## config.mk

```make
export PLATFORM = sky130hd
export DESIGN_NAME = imu_ctf_tilt
export DESIGN_NICKNAME = d
export VERILOG_FILES = /design/src/design/imu_ctf_pkg.sv /design/src/design/imu_ctf_tilt.sv
export SDC_FILE = /design/constraint.sdc
export NUM_CORES = 1
export LEC_CHECK = 0
export BUFFER_PORTS_ARGS = -buffer_cell sky130_fd_sc_hd__buf_2
export CAP_MARGIN = 20
export CORE_ASPECT_RATIO = 1.1
export CORE_MARGIN = 2
export CORE_UTILIZATION = 45
export CTS_CLUSTER_SIZE = 20
export DETAILED_ROUTE_END_ITERATION = 8
export PLACE_DENSITY_LB_ADDON = 0.05
export SYNTH_ARGS = -nofsm -noshare
export SYNTH_HDL_FRONTEND = slang
export SYNTH_SLANG_ARGS = --single-unit
```

## constraint.sdc

```tcl
create_clock -name clk -period 12.9 [get_ports clk]
set_input_delay 2.58 -clock clk [delete_from_list [all_inputs] [get_ports clk]]
set_output_delay 2.58 -clock clk [all_outputs]
set_load 0.005 [all_outputs]
```

## src/design/imu_ctf_pkg.sv

```systemverilog
package imu_ctf_pkg;

    localparam int AXIS_W    = 16;
    localparam int CORR_W    = 17;
    localparam int TILT_V_W  = 18;
    localparam int ANGLE_W   = 25;
    localparam int CFG_W     = 32;
    localparam int CFG_IDX_W = 3;
    localparam int CORDIC_N  = 18;
    localparam int ATAN_W    = 23;

    localparam logic signed [ANGLE_W-1:0] ANG_LIMIT = 25'sd11796480;
    localparam logic signed [25:0]        YAW_K_Q40 = 26'sd11717;
    localparam logic [16:0]               W_ONE     = 17'd65536;

    typedef enum logic [CFG_IDX_W-1:0] {
        REG_GYRO_OFF_X  = 3'd0,
        REG_GYRO_OFF_Y  = 3'd1,
        REG_GYRO_OFF_Z  = 3'd2,
        REG_ACCEL_OFF_X = 3'd3,
        REG_ACCEL_OFF_Y = 3'd4,
        REG_ACCEL_OFF_Z = 3'd5,
        REG_RATE_GAIN   = 3'd6,
        REG_GYRO_WEIGHT = 3'd7
    } cfg_reg_t;

    localparam logic [ATAN_W-1:0] ATAN_TAB [CORDIC_N] = '{
        23'd2949120, 23'd1740967, 23'd919879, 23'd466945, 23'd234379, 23'd117305,
        23'd58666, 23'd29335, 23'd14668, 23'd7334, 23'd3667, 23'd1833,
        23'd917, 23'd458, 23'd229, 23'd115, 23'd57, 23'd29
    };

    typedef struct packed {
        logic                        start;
        logic signed [TILT_V_W-1:0]  v;
        logic [33:0]                 sum;
    } tilt_req_t;

    typedef struct packed {
        logic                        done;
        logic signed [ANGLE_W-1:0]   angle;
    } tilt_rsp_t;

endpackage

```

## src/design/imu_ctf_tilt.sv

```systemverilog
module imu_ctf_tilt (
    input  logic                   clk,
    input  logic                   rst_n,
    input  imu_ctf_pkg::tilt_req_t req,
    output imu_ctf_pkg::tilt_rsp_t rsp
);

    typedef enum logic [1:0] {T_IDLE, T_SQRT, T_CORD} tstate_t;

    tstate_t            state_reg;
    logic [62:0]        n_reg;
    logic [62:0]        res_reg;
    logic [62:0]        bit_reg;
    logic signed [45:0] x_reg;
    logic signed [45:0] y_reg;
    logic signed [25:0] z_reg;
    logic [4:0]         i_reg;
    logic signed [imu_ctf_pkg::TILT_V_W-1:0] v_reg;
    logic               done_reg;

    logic [63:0]        trial;
    logic               take;
    logic [62:0]        res_next;
    logic signed [45:0] dx;
    logic signed [45:0] dy;
    logic signed [25:0] atan_s;

    always_comb
    begin
        trial    = {1'b0, res_reg} + {1'b0, bit_reg};
        take     = {1'b0, n_reg} >= trial;
        res_next = take ? ((res_reg >> 1) + bit_reg) : (res_reg >> 1);
        dx       = y_reg >>> i_reg;
        dy       = x_reg >>> i_reg;
        atan_s   = 26'(imu_ctf_pkg::ATAN_TAB[i_reg]);
    end

    always_ff @(posedge clk or negedge rst_n)
    begin
        if (!rst_n)
        begin
            state_reg <= T_IDLE;
            done_reg  <= 1'b0;
        end
        else
        begin
            done_reg <= 1'b0;
            case (state_reg)
                T_IDLE:
                begin
                    if (req.start)
                    begin
                        n_reg     <= {1'b0, req.sum, 28'd0};
                        res_reg   <= '0;
                        bit_reg   <= 63'(1) << 62;
                        v_reg     <= req.v;
                        state_reg <= T_SQRT;
                    end
                end
                T_SQRT:
                begin
                    if (take)
                    begin
                        n_reg <= n_reg - trial[62:0];
                    end
                    res_reg <= res_next;
                    bit_reg <= bit_reg >> 2;
                    if (bit_reg[0])
                    begin
                        x_reg     <= $signed({4'd0, res_next[31:0], 10'd0});
                        y_reg     <= $signed({{4{v_reg[imu_ctf_pkg::TILT_V_W-1]}}, v_reg,
                                              24'd0});
                        z_reg     <= '0;
                        i_reg     <= '0;
                        state_reg <= T_CORD;
                    end
                end
                T_CORD:
                begin
                    if (!y_reg[45])
                    begin
                        x_reg <= x_reg + dx;
                        y_reg <= y_reg - dy;
                        z_reg <= z_reg + atan_s;
                    end
                    else
                    begin
                        x_reg <= x_reg - dx;
                        y_reg <= y_reg + dy;
                        z_reg <= z_reg - atan_s;
                    end
                    i_reg <= i_reg + 5'd1;
                    if (i_reg == 5'(imu_ctf_pkg::CORDIC_N - 1))
                    begin
                        done_reg  <= 1'b1;
                        state_reg <= T_IDLE;
                    end
                end
                default: state_reg <= T_IDLE;
            endcase
        end
    end

    assign rsp.done  = done_reg;
    assign rsp.angle = z_reg[imu_ctf_pkg::ANGLE_W-1:0];

endmodule

```

==> insert_results.sql, run 1 <==
INSERT INTO impl_metrics (metric_group, metric, value, unit) VALUES
('sta', 'fin_worst_skew', '31.8', 'ps'),
('power_and_ir_drop', 'vdd_ir_drop_max', '0.187', 'mV'),
('place', 'placed_cells', '4687', ''),
('sta', 'rsz_0062_raised_after_global_routing', 'no', ''),
('synthesis', 'synth_fp_nets', '4106', ''),
('synthesis', 'ys_seq_area_share', '26.7', '%'),
('synthesis', 'syn-mean-instance-area', '8.89', 'sq um'),
('floorplanning', 'die_height', '291', 'um'),
('finish', 'final.fill_count', '7072', ''),
('synthesis', 'synth_compound_area_share', '20.4', '%'),
('worst_setup_path', 'crit_family', 'compound AO/OA/AOI/OAI gates', ''),
('worst_setup_path', 'worst-path-buf-inv', '2', ''),
('power_and_ir_drop', 'pwr-share-seq', '18.4', '%'),
('finish', 'final_layout_size_suffix_gt1_share', '10.2', '%'),
('finish', 'synthToLayoutAreaGrowth', '6.66', '%'),
('route', 'route.detailed.drc', '0', ''),
('power_and_ir_drop', 'leakagePower', '0.0140', 'uW'),
('worst_setup_path', 'critical_path_peak_fanout', '62', ''),
('synthesis', 'synth-async-reset-ratio', '0.997', '%'),
('power_and_ir_drop', 'p_int', '5380', 'uW'),
('global_route', 'overflow', '0', ''),
('place', 'placement.io_buffers', '80', ''),
('synthesis', 'post_synth_instance_area', '33700', 'sq um'),
('worst_setup_path', 'critPathMaxStageDelay', '900', 'ps'),
('outcome', 'run_status', 'finished clean', ''),
('place', 'dp_hpwl', '79800', 'um'),
('synthesis', 'yosysWarningCount', '0', ''),
('finish', 'antenna_cells_inserted', '0', ''),
('sta', 'setup-violations-final', '0', ''),
('synthesis', 'yosys-mux-area-fraction', '13.4', '%'),
('floorplanning', 'rows', '105', ''),
('synthesis', 'synthSimpleGateAreaFrac', '16.8', '%'),
('global_route', 'grt_first_pass_wirelength', '168000', 'um'),
('worst_setup_path', 'slowest_cell_on_the_critical_path', 'sky130_fd_sc_hd__mux2i_1', ''),
('cts', 'maximum_clock_insertion_buffer_count', '3', ''),
('sta', 'finalCritPeriodShare', '68.0', '%'),
('floorplanning', 'die_width', '265', 'um'),
('power_and_ir_drop', 'share_comb_of_total_power', '71.7', '%'),
('cts', 'cts_tree', 'built', ''),
('floorplanning', 'num_io_pins', '81', ''),
('cts', 'worst_skew_pair_latency', '600', 'ps'),
('route', 'drt-vias-per-instance', '6.26', ''),
('route', 'wl_per_cell', '22.7', 'um'),
('synthesis', 'yosys_most_used_dff', 'sky130_fd_sc_hd__edfxtp_1', ''),
('global_route', 'largest_net_degree_at_the_start_of_global_routing', '146', ''),
('route', 'drt_iter0_markers', '2509', ''),
('synthesis', 'main_combinational_cell_family_by_area_after_synthesis', 'compound AO/OA/AOI/OAI gates', ''),
('cts', 'cts_setup_buffers', '0', ''),
('power_and_ir_drop', 'clock_power_share', '9.9', '%'),
('synthesis', 'synthXorXnorAreaFrac', '9.34', '%'),
('cts', 'cts_max_level', '2', ''),
('cts', 'cts_repair_resize_count', '0', ''),
('worst_setup_path', 'worst_setup_start_kind', 'flop', ''),
('sta', 'fin_setup_tns', '0', 'ps'),
('worst_setup_path', 'critical_path_data_required_time', '13210', 'ps'),
('worst_setup_path', 'endpoint_kind', 'flop', ''),
('sta', 'report.final.slew_viol_count', '0', ''),
('sta', 'slew-limit-headroom', '22.6', '%'),
('synthesis', 'synth-seq-cells', '301', ''),
('synthesis', 'synthDominantAreaCellType', 'sky130_fd_sc_hd__edfxtp_1', ''),
('route', 'via_total_after_detailed_routing', '29800', ''),
('power_and_ir_drop', 'powerDensity', '304', 'nW/um^2'),
('power_and_ir_drop', 'power.switching', '5580', 'uW'),
('finish', 'finish.cell_count_without_fillers', '4758', ''),
('floorplanning', 'core_area', '74400', 'sq um'),
('worst_setup_path', 'path_common_cell', 'sky130_fd_sc_hd__o21ai_0', ''),
('finish', 'finish.net_count', '4077', ''),
('min_path', 'holdCritPathClass', 'flop to flop', ''),
('floorplanning', 'floorplan.initialDensity', '45.4', '%'),
('synthesis', 'netlist-cell-type-count', '100', ''),
('synthesis', 'synth_edf_count', '298', '');
-- final timing paths --
check                           from      endpoint  slack [ps]  depth (start not counted)
min                        v_reg[12]     y_reg[36]         530                          2
min reg2reg                v_reg[12]     y_reg[36]         530                          2
max in group asynchronous      rst_n  state_reg[1]       10980                          1
max reg2reg                 i_reg[3]     y_reg[44]        4130                         24
min in group asynchronous      rst_n      done_reg        1800                          1
max                         i_reg[3]     y_reg[44]        4130                         24
-- per-stage QoR --
stage	hold slack (ps)	area [sq um]	utilization, %	setup slack, ps	total power (uW)
5_1_grt	569	36000	48.4	3470	11900
3_3_place_gp	512	34700	46.7	4460	9650
3_5_place_dp	522	34700	46.7	4410	9740
2_1_floorplan	482	33700	-	1020	7890
6_report	529	36000	48.4	4130	11000
4_1_cts	536	36000	48.4	4350	10900
-- logic make-up (layout without fill, tap and decap cells) --
| group | count (synthesis) | after routing |
|---|---|---|
| multiplexers | 288 | 288 |
| AO/OA/AOI/OAI | 1087 | 1087 |
| flip-flops | 301 | 301 |
| XOR/XNOR | 360 | 360 |
| AND/OR/NAND/NOR | 1234 | 1234 |
| adder cells (fa/ha/maj) | 255 | 255 |
| buffers and inverters | 271 | 270 |
-- metal layers --
layer	share of wire, %	wire length, um	vias to the layer above	global-route usage, %
met5	0	0	-	0
met1	41	43900	14400	33.3
met4	5.1	5460	0	12.8
li1	-	-	14200	-
met3	6.0	6470	251	4.53
met2	48	52200	982	47.2
-- worst min-delay path: stages (launching register included) --
cell	delay, ps
sky130_fd_sc_hd__edfxtp_1	320
sky130_fd_sc_hd__nand2_1	40
sky130_fd_sc_hd__o21ai_0	60
-- layout by cell type (no fill, tap or decap), types with 32 or more instances in the layout --
cell,n
sky130_fd_sc_hd__nor2_1,420
sky130_fd_sc_hd__nand2_1,383
sky130_fd_sc_hd__edfxtp_1,298
sky130_fd_sc_hd__a21oi_1,280
sky130_fd_sc_hd__o21ai_0,267
sky130_fd_sc_hd__ha_1,251
sky130_fd_sc_hd__xnor2_1,187
sky130_fd_sc_hd__xor2_1,173
sky130_fd_sc_hd__mux2i_1,118
sky130_fd_sc_hd__mux4_2,112
sky130_fd_sc_hd__a21o_1,104
sky130_fd_sc_hd__a31oi_1,83
sky130_fd_sc_hd__buf_2,80
sky130_fd_sc_hd__inv_1,79
sky130_fd_sc_hd__nor3_1,68
sky130_fd_sc_hd__nand3_1,67
sky130_fd_sc_hd__nor2b_1,61
sky130_fd_sc_hd__and2_1,59
sky130_fd_sc_hd__a211oi_1,54
sky130_fd_sc_hd__mux2_2,44
sky130_fd_sc_hd__clkbuf_16,40
sky130_fd_sc_hd__o21bai_1,35
sky130_fd_sc_hd__and3_1,33
sky130_fd_sc_hd__nand2b_1,32
sky130_fd_sc_hd__buf_4,32
-- Yosys cell counts, types with 16 or more instances --
cell and instances:
sky130_fd_sc_hd__nand4_1 31, sky130_fd_sc_hd__o31ai_1 16, sky130_fd_sc_hd__a21boi_0 18, sky130_fd_sc_hd__nand2b_1 33, sky130_fd_sc_hd__a31oi_1 83, sky130_fd_sc_hd__o21ai_0 267, sky130_fd_sc_hd__and3_1 33, sky130_fd_sc_hd__buf_2 24
sky130_fd_sc_hd__a21o_1 104, sky130_fd_sc_hd__mux2_2 44, sky130_fd_sc_hd__inv_1 80, sky130_fd_sc_hd__a21oi_1 280, sky130_fd_sc_hd__o21a_1 32, sky130_fd_sc_hd__o22ai_1 24, sky130_fd_sc_hd__edfxtp_1 298, sky130_fd_sc_hd__a211oi_1 55
sky130_fd_sc_hd__nor2b_1 64, sky130_fd_sc_hd__nand2_1 383, sky130_fd_sc_hd__xnor2_1 187, sky130_fd_sc_hd__and2_1 59, sky130_fd_sc_hd__o211ai_1 27, sky130_fd_sc_hd__nand3_1 67, sky130_fd_sc_hd__mux4_2 112, sky130_fd_sc_hd__ha_1 251
sky130_fd_sc_hd__nor3_1 68, sky130_fd_sc_hd__nor2_1 420, sky130_fd_sc_hd__clkbuf_1 99, sky130_fd_sc_hd__xor2_1 173, sky130_fd_sc_hd__mux2i_1 118, sky130_fd_sc_hd__o21bai_1 35, sky130_fd_sc_hd__buf_1 27
-- power by group through the flow --
stage	clock network (uW)	registers, uW	logic [uW]
floorplan	0	1860	6030
global placement	0	2020	7630
detailed placement	0	2020	7720
CTS	1120	2010	7780
global route	1150	2050	8700
finish	1080	2020	7860
-- final cells by class --
cell class | count | area, sq um | share of cell area (%)
sequential | 301 | 9020 | 25.1
clock buffer | 46 | 1020 | 2.84
inverter | 85 | 329 | 0.914
timing repair buffer | 115 | 692 | 1.92
tap | 963 | 1200 | 3.35
multi-input combinational | 3224 | 23500 | 65.3
clock inverter | 24 | 219 | 0.608
No activity file was read; power rests on OpenSTA's default activity.
==> run 2, diff against run 1 <==
- clock period: 12.9 -> 7.81 ns (I/O delays scaled with it)
==> run 2 against run 1 <==
  * Design area rose by 3.1%
  * Clock skew fell by 3.9 ps
  * Clock-buffer cell count is 3 higher
  * Critical endpoint is now x_reg[45]
  * Largest power group unchanged
==> insert_results.sql, run 2 (same netlist as run 1, synthesis figures left out) <==
INSERT INTO impl_metrics (metric_group, metric, value, unit) VALUES
('global_route', 'overall_fraction_of_global_route_tracks_in_use', '28.7', '%'),
('cts', 'clkSinkCount', '301', ''),
('sta', 'slew-limit-headroom', '29.7', '%'),
('sta', 'fin_worst_skew', '27.8', 'ps'),
('route', 'drt_iter0_markers', '2194', ''),
('route', 'antenna_violating_nets_post_route', '0', ''),
('finish', 'final_area', '37100', 'sq um'),
('global_route', 'grt_first_pass_wirelength', '174000', 'um'),
('floorplanning', 'core_area', '74400', 'sq um'),
('floorplanning', 'die-area', '77200', 'sq um'),
('route', 'dr.pass1.iters', '7', ''),
('floorplanning', 'die_height', '291', 'um'),
('sta', 'post-route-min-period', '7340', 'ps'),
('worst_setup_path', 'crit_arrival', '7650', 'ps'),
('cts', 'cts_max_level', '2', ''),
('finish', 'mostFrequentLayoutCells', '420 x sky130_fd_sc_hd__nor2_1, 383 x sky130_fd_sc_hd__nand2_1, 298 x sky130_fd_sc_hd__edfxtp_1', ''),
('worst_setup_path', 'rr_startpoint', 'i_reg[3]', ''),
('cts', 'clk_transition_reported_paths', '60', 'ps'),
('route', 'route.detailed.drc', '0', ''),
('min_path', 'whs_endpoint', 'y_reg[39]', ''),
('place', 'placedInstanceArea', '35800', 'sq um'),
('sta', 'setup_ws', '474', 'ps'),
('route', 'wl_per_cell', '23.1', 'um'),
('global_route', 'overflow', '0', ''),
('floorplanning', 'rows', '105', ''),
('min_path', 'holdCritPathClass', 'flop to flop', ''),
('worst_setup_path', 'worst-r2r-setup-slack', '470', 'ps'),
('finish', 'synthToLayoutAreaGrowth', '9.98', '%'),
('place', 'place_worst_setup_slack', '-34.0', 'ps'),
('floorplanning', 'floorplan.initialDensity', '45.4', '%'),
('finish', 'finish.net_count', '4204', ''),
('global_route', 'via_count_of_the_first_global_routing_pass', '30100', ''),
('floorplanning', 'num_io_pins', '81', ''),
('cts', 'total_cts_buffers', '40', ''),
('worst_setup_path', 'critical_path_peak_fanout', '74', ''),
('cts', 'worst_skew_pair_latency', '600', 'ps'),
('worst_setup_path', 'endpoint_kind', 'flop', ''),
('worst_setup_path', 'r2r_cells', '24', ''),
('cts', 'maximum_clock_insertion_buffer_count', '3', ''),
('route', 'via_total_after_detailed_routing', '30300', ''),
('finish', 'final_layout_size_suffix_gt1_share', '13.1', '%'),
('place', 'placement.io_buffers', '80', ''),
('cts', 'cts_root_buf', 'sky130_fd_sc_hd__clkbuf_16', ''),
('sta', 'report.final.slew_viol_count', '0', ''),
('min_path', 'worst_hold_path.num_cells', '2', ''),
('sta', 'max_freq', '136', 'MHz'),
('global_route', 'grt_antenna_before_repair', '0', ''),
('outcome', 'run_status', 'finished clean', ''),
('worst_setup_path', 'setup.worst_path.class', 'flop to flop', ''),
('finish', 'post-route-util', '49.9', '%'),
('flow_run', 'drv.max_cap_violation_count', '0', ''),
('route', 'finalWirelength', '113000', 'um'),
('sta', 'finalCritPeriodShare', '93.9', '%'),
('place', 'globalplace.congestion', '0.980', ''),
('power_and_ir_drop', 'leakagePower', '0.0147', 'uW'),
('finish', 'leading_cell_type_in_the_layout_fill_and_taps_excluded', 'sky130_fd_sc_hd__nor2_1', ''),
('sta', 'finalHoldWorstSlack', '527', 'ps'),
('min_path', 'hp-start', 'v_reg[15]', ''),
('sta', 'final-hold-violation-count', '0', ''),
('power_and_ir_drop', 'vdd_ir_drop_max', '0.308', 'mV'),
('worst_setup_path', 'critical_path_data_required_time', '8120', 'ps'),
('place', 'dp_hpwl', '86100', 'um'),
('worst_setup_path', 'worstReg2RegEnd', 'x_reg[45]', ''),
('floorplanning', 'die_width', '265', 'um'),
('cts', 'cts_tree', 'built', ''),
('power_and_ir_drop', 'powerDensity', '505', 'nW/um^2'),
('sta', 'setup-violations-final', '0', ''),
('cts', 'postCtsHoldBufs', '0', ''),
('global_route', 'largest_net_degree_at_the_start_of_global_routing', '123', ''),
('sta', 'timing_worst_slew_pin_value', '1050', 'ps'),
('worst_setup_path', 'worst_setup_start_kind', 'flop', ''),
('route', 'drt-vias-per-instance', '6.19', '');
==> run 2: worst max path at each step <==
stage,slack [ps],startpoint,endpoint
2_1_floorplan,340,rst_n,i_reg[0]
3_3_place_gp,-30,bit_reg[0],res_reg[41]
3_5_place_dp,-30,bit_reg[0],res_reg[39]
4_1_cts,230,bit_reg[0],x_reg[40]
5_1_grt,-0.3,i_reg[3],x_reg[45]
6_report,470,i_reg[3],x_reg[45]
==> run 2: final cells by class <==
type	count	area (sq um)
multi-input combinational	3224	23500
clock buffer	49	1050
clock inverter	23	215
tap	963	1200
antenna	1	2.50
fill	7079	37200
timing repair buffer	242	1770
sequential	301	9020
inverter	85	329
==> run 2: what timing repair did <==
item | CTS | global route
buffers inserted | 0 | 7
setup endpoints to repair | 70 | 81
resized for setup | 1 | 2
endpoints found under the hold margin | 0 | 0
==> run 2: metrics by stage <==
step	power, uW	std cells	setup TNS [ps]
5_1_grt	20300	4887	-0.254
3_3_place_gp	16600	4806	-293
4_1_cts	18700	4879	0
2_1_floorplan	13000	3796	0
3_5_place_dp	16700	4807	-82.4
6_report	18800	4888	0
==> run 2: worst max-delay path, cell delays in order (launching register included) <==
cell                        delay (ps)
sky130_fd_sc_hd__edfxtp_1          400
sky130_fd_sc_hd__buf_12            310
sky130_fd_sc_hd__buf_4             380
sky130_fd_sc_hd__mux2_2            380
sky130_fd_sc_hd__o21ai_0           720
sky130_fd_sc_hd__a2bb2oi_1         200
sky130_fd_sc_hd__o22ai_1           130
sky130_fd_sc_hd__nor3_1            490
sky130_fd_sc_hd__buf_4             240
sky130_fd_sc_hd__nand2_1           120
sky130_fd_sc_hd__nor3_1            600
sky130_fd_sc_hd__a21oi_1           180
sky130_fd_sc_hd__xnor2_1           180
sky130_fd_sc_hd__ha_1              410
sky130_fd_sc_hd__nand3_1           110
sky130_fd_sc_hd__nor2_1            180
sky130_fd_sc_hd__and3_1            200
sky130_fd_sc_hd__nor2b_1           130
sky130_fd_sc_hd__a21oi_1           130
sky130_fd_sc_hd__o311ai_0          410
sky130_fd_sc_hd__a21o_1            230
sky130_fd_sc_hd__a31oi_1           180
sky130_fd_sc_hd__o41ai_1           480
sky130_fd_sc_hd__xnor2_1           170
sky130_fd_sc_hd__nor2_1             50
==> run 2: layer usage <==
layer,vias to the layer above,share of wire [%],GRT usage [%]
met5,-,0,0
met4,0,4.7,12.6
met3,229,5.0,3.47
met2,957,49,50.1
met1,14600,41,35.3
li1,14400,-,-
==> run 2: where the power goes <==
| part | switching, uW | internal (uW) | total (uW) |
|---|---|---|---|
| clock network | 806 | 1060 | 1870 |
| registers | 685 | 2650 | 3340 |
| logic | 7870 | 5680 | 13500 |
| total | 9360 | 9400 | 18800 |
